**src/sv/wli_pkg.sv**
```systemverilog
package wli_pkg;

  // Coordinate format: signed fixed point with 8 fraction bits.
  localparam int unsigned COORD_W   = 24;
  localparam int unsigned RES_W     = 16;
  localparam int unsigned MAX_STEPS = 64;

  localparam int unsigned STEP_W  = $clog2(MAX_STEPS + 1);
  localparam int unsigned DELTA_W = COORD_W + 1;
  localparam int unsigned CNT_W   = $clog2(DELTA_W);

  // Deltas are clamped to this magnitude before squaring.
  localparam int unsigned CAP_W     = 24;
  localparam int unsigned DELTA_CAP = 32'd1 << (CAP_W - 1);
  localparam int unsigned SQ_W      = 2 * CAP_W;
  localparam int unsigned SUM_W     = SQ_W + 2;

  // Running spacing register: up to MAX_STEPS + 1 times the resolution.
  localparam int unsigned T_W = RES_W + STEP_W;

  localparam logic [RES_W-1:0] RES_RESET = RES_W'(128);

  localparam int unsigned NUM_AXES = 3;

  typedef logic signed [COORD_W-1:0] coord_t;

  typedef struct packed {
    logic       store_prev;
    logic       load;
    logic       sq_step;
    logic [1:0] axis;
    logic       search_init;
    logic       search_step;
    logic       div_init;
    logic       div_step;
    logic       emit_step;
    logic       commit;
  } cmd_t;

  typedef struct packed {
    logic search_done;
    logic last;
  } stat_t;

endpackage

```
**src/sv/waypoint_line_interpolator_top.sv**
```systemverilog
// Linear waypoint interpolator. Waypoints arrive one word at a time as signed
// fixed-point coordinates with 8 fraction bits; a word with new_path set, or the
// first word after reset, is only stored as the start of a path and produces
// nothing. Every further waypoint closes a segment from the stored one: the block
// counts the steps as the largest k from 1 to 64 with k times the resolution no
// longer than the segment length, then emits k points, start + trunc(j*delta/k)
// for j from 0 to k-1, the last flagged by last_in_run. The segment end is not
// emitted; it becomes the start of the next segment. One waypoint is processed at
// a time and in_ready is high only while the block is idle. A segment passes
// through the summation of the squared axis deltas, the step-count search, which
// tries one candidate count a cycle on a single multiplier, the bit-serial
// division of each axis delta by the step count, and emission at one point per
// cycle while out_ready is held high, before the block is idle again.
// The resolution register resets to 0.5 and may only be written while idle.
module waypoint_line_interpolator_top (
  input  logic                       clk_i,
  input  logic                       rst_ni,
  input  logic                       cfg_valid_i,
  output logic                       cfg_ready_o,
  input  logic [wli_pkg::RES_W-1:0]  cfg_resolution_i,
  input  logic                       in_valid_i,
  output logic                       in_ready_o,
  input  logic                       new_path_i,
  input  wli_pkg::coord_t            pos_x_i,
  input  wli_pkg::coord_t            pos_y_i,
  input  wli_pkg::coord_t            pos_z_i,
  output logic                       out_valid_o,
  input  logic                       out_ready_i,
  output wli_pkg::coord_t            out_x_o,
  output wli_pkg::coord_t            out_y_o,
  output wli_pkg::coord_t            out_z_o,
  output logic                       last_in_run_o
);

  wli_pkg::cmd_t  cmd;
  wli_pkg::stat_t stat;

  // The resolution register can always take a word.
  assign cfg_ready_o = 1'b1;

  // The controller sequences square summation, step search, division and emission.
  wli_ctrl u_ctrl (
    .clk_i       (clk_i),
    .rst_ni      (rst_ni),
    .in_valid_i  (in_valid_i),
    .in_ready_o  (in_ready_o),
    .new_path_i  (new_path_i),
    .out_valid_o (out_valid_o),
    .out_ready_i (out_ready_i),
    .cmd_o       (cmd),
    .stat_i      (stat)
  );

  // The datapath holds the waypoints, the arithmetic and the output point.
  wli_dp u_dp (
    .clk_i            (clk_i),
    .rst_ni           (rst_ni),
    .cmd_i            (cmd),
    .stat_o           (stat),
    .cfg_valid_i      (cfg_valid_i),
    .cfg_resolution_i (cfg_resolution_i),
    .pos_x_i          (pos_x_i),
    .pos_y_i          (pos_y_i),
    .pos_z_i          (pos_z_i),
    .out_x_o          (out_x_o),
    .out_y_o          (out_y_o),
    .out_z_o          (out_z_o),
    .last_in_run_o    (last_in_run_o)
  );

endmodule

```
**src/sv/wli_ctrl.sv**
```systemverilog
module wli_ctrl (
  input  logic           clk_i,
  input  logic           rst_ni,
  input  logic           in_valid_i,
  output logic           in_ready_o,
  input  logic           new_path_i,
  output logic           out_valid_o,
  input  logic           out_ready_i,
  output wli_pkg::cmd_t  cmd_o,
  input  wli_pkg::stat_t stat_i
);

  typedef enum logic [2:0] {
    S_IDLE,
    S_SQ,
    S_SEARCH,
    S_DIV,
    S_EMIT
  } state_e;

  localparam logic [wli_pkg::CNT_W-1:0] SQ_LAST  = wli_pkg::CNT_W'(wli_pkg::NUM_AXES - 1);
  localparam logic [wli_pkg::CNT_W-1:0] DIV_LAST = wli_pkg::CNT_W'(wli_pkg::DELTA_W - 1);

  state_e                     state_q, state_d;
  logic [wli_pkg::CNT_W-1:0]  cnt_q, cnt_d;
  logic                       have_prev_q, have_prev_d;
  logic                       in_acc;

  assign in_ready_o  = (state_q == S_IDLE);
  assign out_valid_o = (state_q == S_EMIT);
  assign in_acc      = in_valid_i && in_ready_o;

  always_comb begin
    state_d     = state_q;
    cnt_d       = cnt_q;
    have_prev_d = have_prev_q;
    cmd_o       = '0;
    cmd_o.axis  = cnt_q[1:0];
    case (state_q)
      S_IDLE: begin
        if (in_acc) begin
          if (new_path_i || !have_prev_q) begin
            cmd_o.store_prev = 1'b1;
            have_prev_d      = 1'b1;
          end else begin
            cmd_o.load = 1'b1;
            cnt_d      = '0;
            state_d    = S_SQ;
          end
        end
      end
      S_SQ: begin
        cmd_o.sq_step = 1'b1;
        if (cnt_q == SQ_LAST) begin
          cmd_o.search_init = 1'b1;
          state_d           = S_SEARCH;
        end else begin
          cnt_d = cnt_q + 1'b1;
        end
      end
      S_SEARCH: begin
        cmd_o.search_step = 1'b1;
        if (stat_i.search_done) begin
          cmd_o.div_init = 1'b1;
          cnt_d          = '0;
          state_d        = S_DIV;
        end
      end
      S_DIV: begin
        cmd_o.div_step = 1'b1;
        if (cnt_q == DIV_LAST) begin
          state_d = S_EMIT;
        end else begin
          cnt_d = cnt_q + 1'b1;
        end
      end
      S_EMIT: begin
        if (out_ready_i) begin
          cmd_o.emit_step = 1'b1;
          if (stat_i.last) begin
            cmd_o.commit = 1'b1;
            state_d      = S_IDLE;
          end
        end
      end
      default: begin
        state_d = S_IDLE;
      end
    endcase
  end

  always_ff @(posedge clk_i or negedge rst_ni) begin
    if (!rst_ni) begin
      state_q     <= S_IDLE;
      cnt_q       <= '0;
      have_prev_q <= 1'b0;
    end else begin
      state_q     <= state_d;
      cnt_q       <= cnt_d;
      have_prev_q <= have_prev_d;
    end
  end

endmodule

```
**src/sv/wli_dp.sv**
```systemverilog
module wli_dp (
  input  logic                          clk_i,
  input  logic                          rst_ni,
  input  wli_pkg::cmd_t                 cmd_i,
  output wli_pkg::stat_t                stat_o,
  input  logic                          cfg_valid_i,
  input  logic [wli_pkg::RES_W-1:0]     cfg_resolution_i,
  input  wli_pkg::coord_t               pos_x_i,
  input  wli_pkg::coord_t               pos_y_i,
  input  wli_pkg::coord_t               pos_z_i,
  output wli_pkg::coord_t               out_x_o,
  output wli_pkg::coord_t               out_y_o,
  output wli_pkg::coord_t               out_z_o,
  output logic                          last_in_run_o
);

  localparam int unsigned NA = wli_pkg::NUM_AXES;
  localparam int unsigned DW = wli_pkg::DELTA_W;
  localparam int unsigned SW = wli_pkg::STEP_W;

  logic [wli_pkg::RES_W-1:0] res_q;

  wli_pkg::coord_t pos_in [NA];
  wli_pkg::coord_t prev_q [NA];
  wli_pkg::coord_t cur_q  [NA];
  logic            neg_q  [NA];
  logic [DW-1:0]   mag_q  [NA];
  logic [DW-1:0]   quo_q  [NA];
  logic [SW-1:0]   rem_q  [NA];
  logic [DW-1:0]   accq_q [NA];
  logic [SW-1:0]   accr_q [NA];

  logic signed [DW-1:0] diff   [NA];
  logic [DW-1:0]        mag_d  [NA];
  logic [SW:0]          rs     [NA];
  logic                 qbit   [NA];
  logic [SW:0]          rsum   [NA];
  logic                 wrap   [NA];
  logic signed [DW:0]   offset [NA];
  logic signed [DW:0]   point  [NA];

  logic [wli_pkg::SUM_W-1:0]   sum_q, sum_d;
  logic [DW-1:0]               sel_mag;
  logic [wli_pkg::CAP_W-1:0]   clamped;
  logic [wli_pkg::SQ_W-1:0]    sq;
  logic [wli_pkg::T_W-1:0]     t_q;
  logic [2*wli_pkg::T_W-1:0]   tt;
  logic [SW-1:0]               steps_q;
  logic [SW-1:0]               j_q;
  logic                        go;

  assign pos_in[0] = pos_x_i;
  assign pos_in[1] = pos_y_i;
  assign pos_in[2] = pos_z_i;

  // Per-axis delta, its sign and magnitude; division and accumulation steps.
  always_comb begin
    for (int a = 0; a < NA; a++) begin
      diff[a]  = DW'(pos_in[a]) - DW'(prev_q[a]);
      mag_d[a] = diff[a][DW-1] ? DW'(-diff[a]) : DW'(diff[a]);
      rs[a]    = {rem_q[a], quo_q[a][DW-1]};
      qbit[a]  = (rs[a] >= (SW+1)'(steps_q));
      rsum[a]  = (SW+1)'(accr_q[a]) + (SW+1)'(rem_q[a]);
      wrap[a]  = (rsum[a] >= (SW+1)'(steps_q));
      offset[a] = neg_q[a] ? -$signed({1'b0, accq_q[a]}) : $signed({1'b0, accq_q[a]});
      point[a]  = (DW+1)'(prev_q[a]) + offset[a];
    end
  end

  // Sum of clamped squares, one axis a cycle.
  always_comb begin
    sel_mag = mag_q[cmd_i.axis];
    clamped = (sel_mag > DW'(wli_pkg::DELTA_CAP)) ? wli_pkg::CAP_W'(wli_pkg::DELTA_CAP)
                                                  : sel_mag[wli_pkg::CAP_W-1:0];
    sq      = clamped * clamped;
    sum_d   = ((cmd_i.axis == 2'd0) ? '0 : sum_q) + wli_pkg::SUM_W'(sq);
  end

  assign tt = t_q * t_q;
  assign go = (steps_q < SW'(wli_pkg::MAX_STEPS)) && (wli_pkg::SUM_W'(tt) <= sum_q);

  assign stat_o.search_done = !go;
  assign stat_o.last        = (j_q == steps_q - SW'(1));

  assign out_x_o       = point[0][wli_pkg::COORD_W-1:0];
  assign out_y_o       = point[1][wli_pkg::COORD_W-1:0];
  assign out_z_o       = point[2][wli_pkg::COORD_W-1:0];
  assign last_in_run_o = stat_o.last;

  always_ff @(posedge clk_i or negedge rst_ni) begin
    if (!rst_ni) begin
      res_q <= wli_pkg::RES_RESET;
    end else if (cfg_valid_i) begin
      res_q <= cfg_resolution_i;
    end
  end

  always_ff @(posedge clk_i) begin
    if (cmd_i.sq_step) begin
      sum_q <= sum_d;
    end
    if (cmd_i.search_init) begin
      steps_q <= SW'(1);
      t_q     <= wli_pkg::T_W'({res_q, 1'b0});
    end else if (cmd_i.search_step && go) begin
      steps_q <= steps_q + SW'(1);
      t_q     <= t_q + wli_pkg::T_W'(res_q);
    end
    if (cmd_i.div_init) begin
      j_q <= '0;
    end else if (cmd_i.emit_step) begin
      j_q <= j_q + SW'(1);
    end
    for (int a = 0; a < NA; a++) begin
      if (cmd_i.store_prev) begin
        prev_q[a] <= pos_in[a];
      end else if (cmd_i.commit) begin
        prev_q[a] <= cur_q[a];
      end
      if (cmd_i.load) begin
        cur_q[a] <= pos_in[a];
        neg_q[a] <= diff[a][DW-1];
        mag_q[a] <= mag_d[a];
      end
      if (cmd_i.div_init) begin
        quo_q[a]  <= mag_q[a];
        rem_q[a]  <= '0;
        accq_q[a] <= '0;
        accr_q[a] <= '0;
      end else if (cmd_i.div_step) begin
        quo_q[a] <= {quo_q[a][DW-2:0], qbit[a]};
        rem_q[a] <= qbit[a] ? SW'(rs[a] - (SW+1)'(steps_q)) : SW'(rs[a]);
      end else if (cmd_i.emit_step) begin
        accr_q[a] <= wrap[a] ? SW'(rsum[a] - (SW+1)'(steps_q)) : SW'(rsum[a]);
        accq_q[a] <= accq_q[a] + quo_q[a] + DW'(wrap[a]);
      end
    end
  end

endmodule
```
**config.mk**
```make
export PLATFORM = sky130hd
export DESIGN_NAME = waypoint_line_interpolator_top
export DESIGN_NICKNAME = d
export VERILOG_FILES = /design/src/sv/wli_pkg.sv /design/src/sv/waypoint_line_interpolator_top.sv /design/src/sv/wli_ctrl.sv /design/src/sv/wli_dp.sv
export SDC_FILE = /design/constraint.sdc
export NUM_CORES = 2
export LEC_CHECK = 0
export BUFFER_PORTS_ARGS = -buffer_cell sky130_fd_sc_hd__buf_2
export CORE_ASPECT_RATIO = 1.75
export CORE_UTILIZATION = 45
export CTS_BUF_LIST = sky130_fd_sc_hd__clkbuf_8
export CTS_CLUSTER_DIAMETER = 100
export CTS_CLUSTER_SIZE = 30
export DETAILED_ROUTE_END_ITERATION = 16
export GPL_ROUTABILITY_DRIVEN = 0
export PLACE_DENSITY = 0.65
export SLEW_MARGIN = 20
export SYNTH_ARGS = -nofsm -noshare
export SYNTH_HDL_FRONTEND = slang
export SYNTH_SLANG_ARGS = --single-unit
```
**constraint.sdc**
```tcl
create_clock -name clk_i -period 30.3 [get_ports clk_i]
set_clock_uncertainty 0.15 [all_clocks]
set_input_delay 3.03 -clock clk_i [delete_from_list [all_inputs] [get_ports clk_i]]
set_output_delay 3.03 -clock clk_i [all_outputs]
set_load 0.03 [all_outputs]
```
; ---- After elaboration in Yosys (flattened, before gate mapping)
; Memory sizes are Yosys's and may differ from the RTL's.
; Cells that the tools add are included.
[word_totals]
register_bits = 112
ramBits = 414
input_bits = 94
output_inout_bits = 76
word_cells = 178
mem_count = 8
[mem_list]
columns = memory, words, width, read_ports, rd_clocked_by_memory_dff, wr, line
row1 = u_dp.accq_q, 3, 25, 3, 0, 3, wli_dp.sv:30  ; logic [DW-1:0] accq_q [NA];
row2 = u_dp.mag_q, 3, 25, 4, 0, 3, wli_dp.sv:27  ; logic [DW-1:0] mag_q [NA];
row3 = u_dp.quo_q, 3, 25, 3, 0, 3, wli_dp.sv:28  ; logic [DW-1:0] quo_q [NA];
row4 = u_dp.cur_q, 3, 24, 3, 0, 3, wli_dp.sv:25  ; wli_pkg::coord_t cur_q [NA];
row5 = u_dp.prev_q, 3, 24, 3, 0, 3, wli_dp.sv:24  ; wli_pkg::coord_t prev_q [NA];
row6 = u_dp.accr_q, 3, 7, 3, 0, 3, wli_dp.sv:31  ; logic [SW-1:0] accr_q [NA];
row7 = 2 more memories, -, -, -, -, -, -
[op_classes]
addsub = 33
multipliers = 2
n_lt_le_gt_ge = 9
n_eq_ne = 16
mux = 74
n_bitwise = 15
reduce_logical = 12
[ops]
columns = op, count
row1 = 25-bit two-way mux, 9
row2 = 24-bit two-way mux, 7
row3 = 7-bit two-way mux, 12
row4 = 25-bit by 1-bit adder with 25-bit output, 3
row5 = 25-bit adder, 3
row6 = 25-bit negation, 3
row7 = 24-bit by 24-bit subtractor with 25-bit output, 3
row8 = 24-bit adder, 3
row9 = 24-bit negation, 3
row10 = 50-bit by 48-bit adder with 50-bit output, 1
row11 = 46-bit by 50-bit <= comparator with 1-bit output, 1
row12 = 50-bit two-way mux, 1
row13 = 8-bit by 7-bit >= comparator with 1-bit output, 6
row14 = 24-bit by 24-bit multiplier with 48-bit output, 1
row15 = 23-bit by 23-bit multiplier with 46-bit output, 1
row16 = 7-bit subtractor, 6
row17 = 17-bit two-way mux, 2
row18 = 25-bit by 24-bit > comparator with 1-bit output (second input constant), 1
row19 = 5-bit two-way mux, 5
row20 = 7-bit by 7-bit adder with 8-bit output, 3
row21 = 1-bit two-way mux, 24
row22 = 23-bit by 16-bit adder with 23-bit output, 1
row23 = 3-bit two-way mux, 7
row24 = 5-bit case mux with 4 select lines, 1
row25 = other kinds (25), 54

; ---- Depth between registers and ports, before layout
[depth]
depth_word = 10
ltp_mapped = 41
mapped_depth_nobuf = 38

; ---- Modules after synthesis
; From an unflattened synthesis, not the netlist that was laid out.
[hier_totals]
cells_unflattened = 7269
hier_area_um2 = 69138.8
[modules_own_cells]
columns = mod, instances, cells_per_inst, area_per_inst_um2, seq_area_each_um2
row1 = wli_dp, 1, 7195, 68489.4, 15145.8
row2 = wli_ctrl, 1, 72, 638.1, 225.2
row3 = waypoint_line_interpolator_top, 1, 2, 11.3, 0.0

; ---- Least setup slack after synthesis
; OpenSTA, ideal clock, no wires.
[synth_path]
path_type = reg2reg
start = register u_dp.t_q[17] (netlist bit)
end = memory u_dp.quo_q[0][0] (netlist bit), enable pin
setup_time_ns = 0.453
arrival_time_ns = 10.414
t_required_ns = 29.697
setup_slack_ns = 19.282
stages_incl_launch_ff = 33
n_path_buf = 2
period_less_slack_ns = 11.018
path_cell_list = dfxtp_1 > clkbuf_1 > buf_1 > nand2_1 > inv_1 > fa_1 > fa_1 > inv_1 > fa_1 > inv_1 > fa_1 > fa_1 > fa_1 > inv_1 > fa_1 > inv_1 > ha_1 > nand4_1 > or2_2 > nor4_1 > a2111oi_0 > o41ai_1 > nand2_1 > o311ai_1 > a41oi_1 > a31oi_1 > xnor2_1 > ha_1 > nand4_1 > or4_1 > nor3_1 > o31a_1 > a21o_1
[synth_lines]
columns = item, line
row1 = "start, declared", wli_dp.sv:46  ; logic [wli_pkg::T_W-1:0] t_q;
row2 = "start signal, assigned", wli_dp.sv:104  ; t_q <= wli_pkg::T_W'({res_q, 1'b0});
row3 = "start signal, assigned", wli_dp.sv:107  ; t_q <= t_q + wli_pkg::T_W'(res_q);
row4 = "end, declared", wli_dp.sv:28

==> flow_summary.json <==
{
  "outcome": "finished, final reports clean",
  "synth_edf_count": 477,
  "drtIter0Drc": 2853,
  "ant_nets": 0,
  "synth_commonest_cells": "inv_1 (1293), fa_1 (882), ha_1 (687), nor2_1 (532), nand2_1 (483)",
  "first_global_vias": 55062,
  "synth-main-ff-cell": "edfxtp_1",
  "cp-start-kind": "flip-flop",
  "worstHoldPathCells": 1,
  "htreeDepth": 1,
  "end_kind": "flip-flop",
  "hold_violations": 0,
  "criticalPathCategory": "flip-flop to flip-flop",
  "routed_wl_um": 192000,
  "yosysMostFrequentCell": "inv_1",
  "vias": 51275,
  "critical_path.max_stage_delay_ns": 1.13,
  "wl_per_cell_um": 20.8,
  "grtUsageTotal": 0.248,
  "slowest_stage": "edfxtp_1",
  "r2r-end": "u_dp.accq_q[2][5]",
  "ys_top_cells_by_area": "fa_1 (26%), edfxtp_1 (21%), ha_1 (12%)",
  "rows": 190,
  "postSynthCellCount": 7096,
  "arrival_ns": 12.43,
  "vias_per_cell": 5.55,
  "antenna_found_initial": 4,
  "insertion_delay_ns": 0.82,
  "post-dp-hpwl_um": 160000,
  "core_area_mm2": 0.153,
  "hold_class": "flip-flop to flip-flop",
  "fin_tns_setup_ns": 0,
  "grt_pass1_wl_um": 301000,
  "regArea_mm2": 0.0154,
  "multi_input_area_mm2": 0.0485,
  "yosys_warnings": 0,
  "overflow": 0,
  "grt_max_degree": 76,
  "cts_num_sinks": 523,
  "port_buffers": 168,
  "maxCapViolations": 0,
  "synth_cell_types": 98,
  "setup_viol": 0,
  "die-area_mm2": 0.155,
  "post_cts_buffers": 0,
  "period_needed_ns": 12.16,
  "ys_async_sr_fraction": 0.0478,
  "start_util": 0.453,
  "rrSetupSlack_ns": 18.14,
  "die_h_um": 521,
  "ys_seq_area_frac": 0.222,
  "crit_path_frequent_cell": "fa_1",
  "cts-hold-fix-buffers": 0,
  "ff2ff_path_depth": 31,
  "area_growth_pct": 5.61,
  "cts_buffers": 23,
  "drv_slew": 0,
  "clk_pin_slew_worst_paths_ns": 0.18,
  "min-delay-start": "u_ctrl.have_prev_q",
  "worst_pin_slew_ns": 1.22,
  "layout-drive-gt1-share": 0.0685,
  "crit_fanout": 59,
  "fin_nets": 8876,
  "max-clock-path-buffers": 3,
  "cts_tree": "yes",
  "yosysTopAreaCell": "fa_1",
  "ys_seq_elements": 523,
  "root_buffer": "clkbuf_8",
  "drc": 0,
  "io_pins": 170,
  "first_pass_iters": 7,
  "syn_area_mm2": 0.0692,
  "finalCritPeriodShare": 0.401,
  "rsz0062_at_grt": "no",
  "slew_headroom": 0.182,
  "synth_top_area_frac": 0.255,
  "fill_cells": 14356,
  "rr_startpoint": "u_dp.t_q[6]",
  "hold_end": "u_ctrl.have_prev_q",
  "syn_avg_cell_area_um2": 9.75,
  "fmax_ghz": 0.0822,
  "crit_required_ns": 30.57,
  "dieWidth_um": 298,
  "cts_resized": 0
}
layout make-up:
cell class | instances | area share
repair buffers | 240 | 0.0190
well taps | 2016 | 0.0345
diodes | 2 | 0.0000685
clock inverters | 13 | 0.00185
inverters | 1299 | 0.0667
flip-flops and latches | 523 | 0.210
clock buffers | 23 | 0.00433
multi-input cells | 5126 | 0.663
cell families after synthesis:
logic type               Yosys count  share of synthesized area
XOR/XNOR                         467                     0.0591
AO/OA/AOI/OAI                   1154                      0.110
AND/OR/NAND/NOR                 1700                      0.117
buffers and inverters           1482                     0.0808
flip-flops                       523                      0.222
other                              2                   0.000109
multiplexers                     199                     0.0317
adder cells (fa/ha/maj)         1569                      0.379
state kept, by name, indices dropped and copies added, names as in the netlist, 3 cells and up:
register	flops
u_dp.cur_q	72
u_dp.mag_q	75
u_dp.quo_q	75
u_dp.neg_q	3
u_ctrl.cnt_q	5
u_dp.accr_q	21
u_dp.prev_q	72
u_dp.t_q	23
u_dp.res_q	16
u_dp.steps_q	7
u_ctrl.state_q	3
u_dp.j_q	7
u_dp.sum_q	50
u_dp.rem_q	21
u_dp.accq_q	72
per-stage QoR:
step	hold slack, ns	util	std cells	setup slack, ns	instance area (µm²)
after floorplan	0.276	-	7131	19.28	69300
after global placement	0.306	0.475	9203	18.50	72600
after detailed placement	0.313	0.475	9203	18.30	72600
after CTS	0.354	0.478	9239	18.24	73000
after global routing	0.368	0.478	9241	17.58	73100
final	0.350	0.478	9242	18.14	73100
per-layer routing:
metal | vias up | GRT usage | wire length [µm]
li1 | 23645 | - | -
met1 | 25542 | 0.244 | 64100
met2 | 1456 | 0.471 | 103000
met3 | 628 | 0.0253 | 7380
met4 | 4 | 0.196 | 18100
met5 | - | 0 | 22
cells in the final DEF (no fill, tap or decap), types with 62 or more instances in the layout:
| cell | n |
|---|---|
| buf_2 | 168 |
| nor2_1 | 531 |
| o21a_1 | 70 |
| and2_1 | 129 |
| nand3_1 | 74 |
| ha_1 | 686 |
| edfxtp_1 | 477 |
| mux2_2 | 161 |
| o21ai_0 | 195 |
| a21o_1 | 155 |
| a21oi_1 | 314 |
| fa_1 | 882 |
| inv_1 | 1300 |
| xnor2_1 | 343 |
| nand2_1 | 480 |
| nand2b_1 | 74 |
| buf_4 | 71 |
| nor2b_1 | 62 |
| xor2_1 | 124 |
| nor3_1 | 75 |
worst max-delay path: cells and delay by family (launching register included):
kind            cells  cell delay, ns
fa+ha+maj           9            4.26
compound gates      7            1.61
flops               1            1.13
xor+xnor            1            0.10
simple gates        7            3.05
buf+inv             7            1.37
worst max path at each step:
stage	slack, ns	startpoint	cells past startpoint	endpoint
6_report	18.14	u_dp.t_q[6]	31	u_dp.accq_q[2][5]
4_1_cts	18.24	u_dp.t_q[6]	31	u_dp.accq_q[2][5]
2_1_floorplan	19.28	u_dp.t_q[17]	32	u_dp.quo_q[0][0]
3_5_place_dp	18.30	u_dp.t_q[6]	31	u_dp.accq_q[2][21]
5_1_grt	17.58	u_dp.t_q[6]	32	u_dp.accq_q[2][5]
3_3_place_gp	18.50	u_dp.t_q[6]	31	u_dp.accq_q[2][21]
Power is left out: the tool's default activity adds up to more than one toggle a clock period on the data nets, which glitch-free logic cannot reach.
